--- src/design/kvt_pkg.sv ---
// Shared types and constants for the key/value table.
package kvt_pkg;

    localparam int ENTRIES    = 16;
    localparam int KEY_BITS   = 16;
    localparam int VALUE_BITS = 16;
    localparam int IDX_BITS   = (ENTRIES > 1) ? $clog2(ENTRIES) : 1;

    // Request codes; code 3 is unused and changes nothing
    typedef enum logic [1:0] {
        OP_PUT    = 2'd0,
        OP_GET    = 2'd1,
        OP_REMOVE = 2'd2
    } kvt_op_t;

    typedef enum logic {
        ST_IDLE = 1'b0,
        ST_EXEC = 1'b1
    } kvt_state_t;

    // Controller to datapath
    typedef struct packed {
        logic load_req;
        logic execute;
    } kvt_cmd_t;

    // Datapath to controller
    typedef struct packed {
        logic out_blocked;
    } kvt_stat_t;

endpackage

--- src/design/kvt_ctrl.sv ---
// Sequencer for the key/value table: accepts a word, then runs the lookup and update.
module kvt_ctrl
    import kvt_pkg::*;
(
    input  logic      aclk,
    input  logic      aresetn,
    input  logic      s_valid,
    output logic      s_ready,
    input  kvt_stat_t stat_i,
    output kvt_cmd_t  cmd_o
);

    kvt_state_t state_reg;
    kvt_state_t state_next;

    // State register
    always_ff @(posedge aclk) begin
        if (!aresetn) begin
            state_reg <= ST_IDLE;
        end else begin
            state_reg <= state_next;
        end
    end

    // Next state and commands
    always_comb begin
        state_next       = state_reg;
        cmd_o.load_req   = 1'b0;
        cmd_o.execute    = 1'b0;
        s_ready          = 1'b0;
        unique case (state_reg)
            ST_IDLE: begin
                s_ready = 1'b1;
                if (s_valid) begin
                    cmd_o.load_req = 1'b1;
                    state_next     = ST_EXEC;
                end
            end
            ST_EXEC: begin
                // hold until the result register can take the new word
                if (!stat_i.out_blocked) begin
                    cmd_o.execute = 1'b1;
                    state_next    = ST_IDLE;
                end
            end
            default: begin
                state_next = ST_IDLE;
            end
        endcase
    end

endmodule

--- src/design/kvt_datapath.sv ---
// Entry storage, parallel key compare, slot pick and result register.
module kvt_datapath
    import kvt_pkg::*;
(
    input  logic                  aclk,
    input  logic                  aresetn,
    input  kvt_cmd_t              cmd_i,
    output kvt_stat_t             stat_o,
    input  logic [1:0]            s_req_type,
    input  logic [KEY_BITS-1:0]   s_req_key,
    input  logic [VALUE_BITS-1:0] s_req_value,
    output logic                  m_valid,
    input  logic                  m_ready,
    output logic [VALUE_BITS-1:0] m_read_value,
    output logic                  m_hit,
    output logic                  m_table_full
);

    // Request held for the execute cycle
    logic [1:0]            req_type_reg;
    logic [KEY_BITS-1:0]   req_key_reg;
    logic [VALUE_BITS-1:0] req_value_reg;

    // Entry cells
    logic [KEY_BITS-1:0]   entry_keys_reg   [ENTRIES];
    logic [VALUE_BITS-1:0] entry_values_reg [ENTRIES];
    logic [ENTRIES-1:0]    entry_valid_reg;

    // Result register
    logic                  out_valid_reg;
    logic [VALUE_BITS-1:0] out_value_reg;
    logic                  out_hit_reg;
    logic                  out_full_reg;

    // Lookup results
    logic [ENTRIES-1:0]    match_vec;
    logic                  hit_any;
    logic                  free_any;
    logic [IDX_BITS-1:0]   match_idx;
    logic [IDX_BITS-1:0]   free_idx;

    // Capture the request word
    always_ff @(posedge aclk) begin
        if (cmd_i.load_req) begin
            req_type_reg  <= s_req_type;
            req_key_reg   <= s_req_key;
            req_value_reg <= s_req_value;
        end
    end

    // Compare the key against every cell at once
    always_comb begin
        for (int i = 0; i < ENTRIES; i++) begin
            match_vec[i] = entry_valid_reg[i] && (entry_keys_reg[i] == req_key_reg);
        end
    end

    assign hit_any  = |match_vec;
    assign free_any = ~(&entry_valid_reg);

    // Lowest matching cell and lowest free cell
    always_comb begin
        match_idx = '0;
        free_idx  = '0;
        for (int i = ENTRIES - 1; i >= 0; i--) begin
            if (match_vec[i]) begin
                match_idx = IDX_BITS'(i);
            end
            if (!entry_valid_reg[i]) begin
                free_idx = IDX_BITS'(i);
            end
        end
    end

    // Table update: valid marks
    always_ff @(posedge aclk) begin
        if (!aresetn) begin
            entry_valid_reg <= '0;
        end else if (cmd_i.execute) begin
            unique case (kvt_op_t'(req_type_reg))
                OP_PUT: begin
                    if (!hit_any && free_any) begin
                        entry_valid_reg[free_idx] <= 1'b1;
                    end
                end
                OP_REMOVE: begin
                    entry_valid_reg <= entry_valid_reg & ~match_vec;
                end
                default: begin
                end
            endcase
        end
    end

    // Table update: keys and values
    always_ff @(posedge aclk) begin
        if (cmd_i.execute && (kvt_op_t'(req_type_reg) == OP_PUT)) begin
            if (hit_any) begin
                entry_values_reg[match_idx] <= req_value_reg;
            end else if (free_any) begin
                entry_keys_reg[free_idx]   <= req_key_reg;
                entry_values_reg[free_idx] <= req_value_reg;
            end
        end
    end

    // Result payload
    always_ff @(posedge aclk) begin
        if (cmd_i.execute) begin
            out_value_reg <= '0;
            out_hit_reg   <= 1'b0;
            out_full_reg  <= 1'b0;
            unique case (kvt_op_t'(req_type_reg))
                OP_PUT: begin
                    out_hit_reg  <= hit_any;
                    out_full_reg <= !hit_any && !free_any;
                end
                OP_GET: begin
                    out_hit_reg <= hit_any;
                    if (hit_any) begin
                        out_value_reg <= entry_values_reg[match_idx];
                    end
                end
                OP_REMOVE: begin
                    out_hit_reg <= hit_any;
                end
                default: begin
                end
            endcase
        end
    end

    // Result valid flag
    always_ff @(posedge aclk) begin
        if (!aresetn) begin
            out_valid_reg <= 1'b0;
        end else if (cmd_i.execute) begin
            out_valid_reg <= 1'b1;
        end else if (m_ready) begin
            out_valid_reg <= 1'b0;
        end
    end

    assign stat_o.out_blocked = out_valid_reg && !m_ready;

    assign m_valid      = out_valid_reg;
    assign m_read_value = out_value_reg;
    assign m_hit        = out_hit_reg;
    assign m_table_full = out_full_reg;

endmodule

--- src/design/key_value_table.sv ---
// Key/value table: 16-entry associative store with put, get and remove.
// A word is accepted in the idle step; its result is registered in the execute step,
// which waits while the previous result is still waiting to be taken.
// No new word is accepted until the current one has been executed.
// Reset (synchronous, active low) clears all valid marks and the result flag.
module key_value_table
    import kvt_pkg::*;
(
    input  logic                  aclk,
    input  logic                  aresetn,
    input  logic                  s_valid,
    output logic                  s_ready,
    input  logic [1:0]            s_req_type,
    input  logic [KEY_BITS-1:0]   s_req_key,
    input  logic [VALUE_BITS-1:0] s_req_value,
    output logic                  m_valid,
    input  logic                  m_ready,
    output logic [VALUE_BITS-1:0] m_read_value,
    output logic                  m_hit,
    output logic                  m_table_full
);

    kvt_cmd_t  cmd;
    kvt_stat_t stat;

    kvt_ctrl u_ctrl (
        .aclk    (aclk),
        .aresetn (aresetn),
        .s_valid (s_valid),
        .s_ready (s_ready),
        .stat_i  (stat),
        .cmd_o   (cmd)
    );

    kvt_datapath u_datapath (
        .aclk         (aclk),
        .aresetn      (aresetn),
        .cmd_i        (cmd),
        .stat_o       (stat),
        .s_req_type   (s_req_type),
        .s_req_key    (s_req_key),
        .s_req_value  (s_req_value),
        .m_valid      (m_valid),
        .m_ready      (m_ready),
        .m_read_value (m_read_value),
        .m_hit        (m_hit),
        .m_table_full (m_table_full)
    );

    // Never overwrite a result that is still waiting
    assert property (@(posedge aclk) disable iff (!aresetn)
        cmd.execute |-> !(m_valid && !m_ready))
        else $error("result overwritten while stalled");

    // One word in flight: no accept right after an accept
    assert property (@(posedge aclk) disable iff (!aresetn)
        (s_valid && s_ready) |=> !s_ready)
        else $error("second word accepted during execute");

    // A dropped put never also reports a hit
    assert property (@(posedge aclk) disable iff (!aresetn)
        (m_valid && m_table_full) |-> !m_hit)
        else $error("table_full together with hit");

    // A miss always returns zero data
    assert property (@(posedge aclk) disable iff (!aresetn)
        (m_valid && !m_hit) |-> (m_read_value == '0))
        else $error("nonzero value on a miss");

endmodule

--- config.mk ---
export PLATFORM = sky130hd
export DESIGN_NAME = key_value_table
export DESIGN_NICKNAME = d
export VERILOG_FILES = /design/src/design/kvt_pkg.sv /design/src/design/kvt_ctrl.sv /design/src/design/kvt_datapath.sv /design/src/design/key_value_table.sv
export SDC_FILE = /design/constraint.sdc
export NUM_CORES = 1
export LEC_CHECK = 0
export ABC_CLOCK_PERIOD_IN_PS = 5200
export BUFFER_PORTS_ARGS = -buffer_cell sky130_fd_sc_hd__buf_2
export CAP_MARGIN = 20
export CORE_MARGIN = 5
export CORE_UTILIZATION = 55
export DETAILED_ROUTE_END_ITERATION = 8
export GPL_ROUTABILITY_DRIVEN = 0
export PLACE_DENSITY = 0.73
export SLEW_MARGIN = 20
export SYNTH_ARGS = -nofsm -noshare
export SYNTH_HDL_FRONTEND = slang
export SYNTH_HIERARCHICAL = 1
export SYNTH_SLANG_ARGS = --single-unit
export TNS_END_PERCENT = 20
--- constraint.sdc ---
create_clock -name aclk -period 5.2 [get_ports aclk]
set_input_delay 0.26 -clock aclk [delete_from_list [all_inputs] [get_ports aclk]]
set_output_delay 0.26 -clock aclk [all_outputs]
set_load 0.01 [all_outputs]
# After elaboration in Yosys (flattened, before gate mapping)
# Memory sizes are Yosys's and may differ from the RTL's. A register that Yosys moved wholly into a read port is not among the register bits.
# Cells that the tools add are included.
totals:
  ff_bits: 54
  ramBits: 512
  input_bits: 38
  output_inout_bits: 20
  n_memories: 2
classes:
  order_cmp: 2
  eq_ne: 19
  n_mux: 55
  n_bitwise: 5
  reduce_logical: 33
mem_list:
  columns: ["memory", "depth", "width", "read_ports", "rd_clocked_by_memory_dff", "wr", "line", "source"]
  rows:
  - ["u_datapath.entry_keys_reg", 16, 16, 16, 0, 1, "kvt_datapath.sv:25", "logic [KEY_BITS-1:0] entry_keys_reg [ENTRIES];"]
  - ["u_datapath.entry_values_reg", 16, 16, 1, 1, 1, "kvt_datapath.sv:26", "logic [VALUE_BITS-1:0] entry_values_reg [ENTRIES];"]
op_table:
  columns: ["cell", "count"]
  rows:
  - ["== test 16 bit", 16]
  - ["two-way mux 4 bit", 33]
  - ["two-way mux 16 bit", 2]
  - ["case mux 16 bit (2 select lines)", 1]
  - ["OR reduction 16 bit", 2]
  - ["logical AND 1 bit", 21]
  - ["two-way mux 1 bit", 17]
  - ["AND 16 bit", 1]
  - ["NOT 16 bit", 1]
  - ["OR 16 bit", 1]
  - ["AND reduction 16 bit", 1]
  - ["less-than comparator 4 x 5 -> 1 bit, second input constant", 1]
  - ["demux 1 bit (select 4 bit)", 1]
  - [">= comparator 4 x 1 -> 1 bit, second input constant", 1]
  - ["nonzero test 2 bit", 2]
  - ["logical NOT 1 bit", 3]
  - ["AND reduction 3 bit", 1]
  - ["OR reduction 3 bit", 1]
  - ["== test 2 x 1 -> 1 bit, second input constant", 1]
  - ["== test 2 bit, second input constant", 1]
  - ["logical NOT 2 bit", 1]
  - ["!= test 2 x 1 -> 1 bit, second input constant", 1]
  - ["NOT 1 bit", 2]
  - ["case mux 1 bit (2 select lines)", 1]
  - ["AND reduction 2 bit", 1]

# Longest topological paths before layout
logic_depth:
  ltp_word: 23
  ltp_mapped: 14
  depth_no_buf: 10

# By module
# The synthesis kept the hierarchy.
by_module_without_submodules:
  columns: ["mod", "instances", "cells_each", "area_each_um2", "seq_area_each_um2"]
  rows:
  - ["kvt_datapath", 1, 1397, 23694.0, 17276.6]
  - ["kvt_ctrl", 1, 6, 47.5, 20.0]

# Worst setup path after synthesis
# No wires, ideal clock.
synth_path:
  path_type: "register to register"
  from: "reg u_datapath.req_key_reg[6]"
  to: "mem u_datapath.entry_keys_reg[1][0], enable pin"
  t_arrival_ns: 3.861
  required_ns: 4.785
  slack_ns: 0.923
  stages_incl_launch_ff: 12
  path_buffers: 3
  period_less_slack_ns: 4.277
  cell_sequence: "edfxtp_1 -> buf_2 -> buf_4 -> xnor2_1 -> nand4_1 -> nor4_1 -> a22oi_1 -> nand4_1 -> nor4_2 -> nand2b_1 -> clkbuf_1 -> nor3b_1"
synth_via:
  elab_chain_cells: 6
  word_cells_on_any_way: 36
  classes_between: "16 x eq/ne; 3 x mux; 17 x reduce/logical"
synth_rtl:
  columns: ["item", "line", "source"]
  rows:
  - ["from (decl)", "kvt_datapath.sv:21", "logic [KEY_BITS-1:0] req_key_reg;"]
  - ["from (signal assigned)", "kvt_datapath.sv:46", "req_key_reg <= s_req_key;"]
  - ["== test 16 bit", "kvt_datapath.sv:54", "match_vec[i] = entry_valid_reg[i] && (entry_keys_reg[i] == req_key_reg);"]
  - ["logical AND 1 bit", "kvt_datapath.sv:54", null]
  - ["OR reduction 16 bit *", "kvt_datapath.sv:58", "assign hit_any = |match_vec;"]
  - ["two-way mux 1 bit *", "kvt_datapath.sv:98", "if (hit_any) begin"]
  - ["two-way mux 1 bit *", "kvt_datapath.sv:97", "if (cmd_i.execute && (kvt_op_t'(req_type_reg) == OP_PUT)) begin"]
  - ["two-way mux 1 bit (not written as such) *", "kvt_datapath.sv:101", "entry_keys_reg[free_idx] <= req_key_reg;"]
  - ["to (decl)", "kvt_datapath.sv:25", null]
# Every way passes the cells marked *; elsewhere a longest branch is shown, timed or not.

# Final worst setup path
layout_path:
  from: "reg u_datapath.req_key_reg[1]"
  to: "mem u_datapath.entry_values_reg[7][5], enable pin"
layout_via:
  elab_chain_cells: 19
  word_cells_on_any_way: 58
  classes_between: "16 x eq/ne; 24 x mux; 18 x reduce/logical"
layout_rtl:
  columns: ["item", "line", "source"]
  rows:
  - ["== test 16 bit", "kvt_datapath.sv:54", null]
  - ["logical AND 1 bit", "kvt_datapath.sv:54", null]
  - ["two-way mux 4 bit (16 in a row)", "kvt_datapath.sv:66", "if (match_vec[i]) begin"]
  - ["two-way mux 4 bit (no line)", null, null]
  - ["to (decl)", "kvt_datapath.sv:26", null]
# Several ways; a longest one is shown, not always the timed one.

==> flow_metrics.tcl <==
set metrics [dict create \
    num_vias 12600 \
    crit_path_max_fanout 21 \
    synth_most_common_cell "edfxtp_1" \
    drc 0 \
    root_buffer "clkbuf_16" \
    place_area_mm2 0.0250 \
    cts_buffers 56 \
    die-area_mm2 0.0474 \
    io-pin-count 58 \
    holdCritPathClass "in -> reg" \
    syn_area_per_cell_um2 16.9 \
    path_cells "buf_4 > buf_4 > xnor2_1 > nand4_1 > nor4_1 > a22oi_1 > nand4_1 > nor4_2 > and2_1 > o21bai_1 > nand2_1 > nor2_2 > buf_4" \
    post-place-ws_ns 0.760 \
    finalMaxSlewViolations 0 \
    io_buffers 57 \
    slowest_delay_ns 0.74 \
    grt_pass1_wl_um 78200 \
    total_power_mw 9.23 \
    antenna_found_initial 0 \
    row_count 76 \
    power_leakage_nw 8.42 \
    diodes 0 \
    die-width_um 218 \
    utilization_pct 63.0 \
    fin_tns_setup_ns 0 \
    max_freq_ghz 0.224 \
    wirelength_um 51400 \
    async_flop_share_pct 0 \
    status "finished clean" \
    start_kind "register" \
    syn_nets 1441 \
    drtIter0Drc 1326 \
    synthTopCellsByArea "edfxtp_1 71%, xnor2_1 7.1%, mux2i_1 4.1%, xor2_1 2.4%, nand4_1 1.5%" \
    rsz0062_at_grt "false" \
    endpoint_kind "register" \
    core_area_mm2 0.0429 \
    cap_violations 0 \
    setup_violations 0 \
    synth_common_cells "564 x edfxtp_1, 192 x xnor2_1, 97 x mux2i_1, 64 x xor2_1, 58 x nand4_1" \
    htreeDepth 2 \
    wl_per_cell_um 23.5 \
    grt_remaining_overflow 0 \
    synthDistinctLibCells 55 \
    fin_skew_ns 0.0200 \
    finalWorstSetupSlack_ns 0.745 \
    ys_seq_area_share_pct 72.9 \
    worst_ep_arrival_time_ns 4.75 \
    multi_input_area_mm2 0.00598 \
    grt_pass1_vias 12800 \
    regArea_mm2 0.0173 \
    worstSkewPairLatency_ns 0.60 \
    peakVddDrop_v 0.000275 \
    slowest_stage "nor4_2" \
    clk_pin_slew_worst_paths_ns 0.07 \
    max-slew-margin-rel_pct 32.9 \
    fillCellCount 3008 \
    fin_crit_ns 4.45 \
    drive_gt1_share_pct 16.5 \
    ys_ff_latch 582 \
    fin_area_mm2 0.0270 \
    post-route-period-util_pct 85.7 \
    clk_path_buf_depth 3 \
    syn2layout_area_growth_pct 13.8 \
    firstDrtPassIters 5 \
    path_class "reg -> reg" \
    powerDensity_mw_per_mm2 342 \
    grt_max_degree 48 \
    yosysTopAreaCell "edfxtp_1" \
    ys_warn_count 6 \
    clock_sinks 582 \
    ys.flop_type "edfxtp_1" \
    worstMarginPinSlew_ns 0.998 \
    crit_required_ns 5.49 \
    drtAntennaViolNets 0 \
    synthCells 1403 \
    chipHeight_um 218 \
    hold_viol 0 \
    start_util_pct 55.4 \
    viasPerCell 5.77 \
    cts_tree "done" \
    crit_path_frequent_cell "buf_4" \
    synth_edf_count 564 \
    grt_usage_pct 21.9 \
    nets 1595 \
    syn_area_mm2 0.0237 \
    synth_top_area_share_pct 71.3 \
    hpwlAfterDp_um 31200 \
]
-- worst max-delay path, delay by kind of cell, from the launching register on --
kind,cells,cell delay (ns)
xor gates and xnor gates,1,0.11
DFF,1,0.34
AOI/OAI and AO/OA,2,0.59
and+or+nand+nor,7,2.13
buffers and inverters,3,0.96
-- final cells by class --
type	instances	area share [%]
Multi-Input combinational cell	741	22.1
Sequential cell	582	64.0
Inverter	10	0.139
Timing Repair Buffer	166	4.83
Clock inverter	30	0.547
Tap cell	585	2.71
Clock buffer	70	5.61
-- layout by cell type, fill, tap and decap left out, types with 3 or more instances in the layout --
master,count
and3_1,3
a22o_1,18
and2_1,5
clkinv_2,14
clkinv_1,12
clkbuf_8,4
dlygate4sd3_1,35
nor4_1,26
a221oi_2,20
a211oi_1,33
nor2_2,18
inv_1,10
edfxtp_1,564
nand3b_1,4
nor4_2,3
xor2_1,64
mux2i_1,97
xnor2_1,192
nand3_1,3
o21ai_0,5
o211ai_1,3
nor2_1,31
clkbuf_1,9
buf_4,65
nand2_1,28
a21oi_1,7
a221oi_1,12
nand4_1,58
dfxtp_1,18
a21boi_0,14
a22oi_1,37
clkbuf_16,57
buf_12,9
o21a_1,16
buf_2,57
nand2b_1,7
-- cell families (layout without fill, tap and decap cells) --
group           count (synthesis)  in the layout  synth area share [%]
buf+inv                        80            276                  2.30
simple gates                  206            206                  4.75
flops                         582            582                  72.9
mux                            98             98                  4.14
xor+xnor                      256            256                  9.44
compound gates                181            181                  6.52
-- layer usage --
metal	GRT usage, %	vias up	part of all wire [%]
li1	-	5732	-
met1	32.1	6335	43
met2	33.2	447	46
met3	5.22	90	8.8
met4	6.45	0	2.4
met5	0	-	0
-- what timing repair did --
item / in CTS / in global routing
hold buffers: 35 / 0
endpoints found under the hold margin: 35 / 0
buffers inserted: 0 / 0
gates resized for setup: 0 / 0
-- report_power, final --
group / leakage (nW) / internal (mW) / switching, mW
clock: 0.824 / 2.05 / 1.64
sequential: 5.25 / 5.18 / 0.0553
combinational: 2.35 / 0.125 / 0.184
total: 8.42 / 7.35 / 1.88
-- through the flow --
step	hold slack [ns]	instances
CTS	0.0766	2184
detailed placement	0.438	2049
global route	0.117	2184
global placement	0.436	2049
finish	0.114	2184
floorplan	0.359	1403
-- final timing paths --
check | from | endpoint | slack, ns | cells past startpoint
setup / recovery | u_datapath/req_key_reg[1]$_DFFE_PP_ | u_datapath/entry_values_reg[7][5]$_DFFE_PP_ | 0.75 | 13
hold / removal | aresetn | u_ctrl/state_reg$_SDFF_PN0_ | 0.11 | 2
setup reg to reg | u_datapath/req_key_reg[1]$_DFFE_PP_ | u_datapath/entry_values_reg[7][5]$_DFFE_PP_ | 0.75 | 13
hold reg to reg | u_datapath/entry_valid_reg[9]$_SDFFE_PN0P_ | u_datapath/entry_valid_reg[9]$_SDFFE_PN0P_ | 0.56 | 2
(Power assumes the default switching activity.)
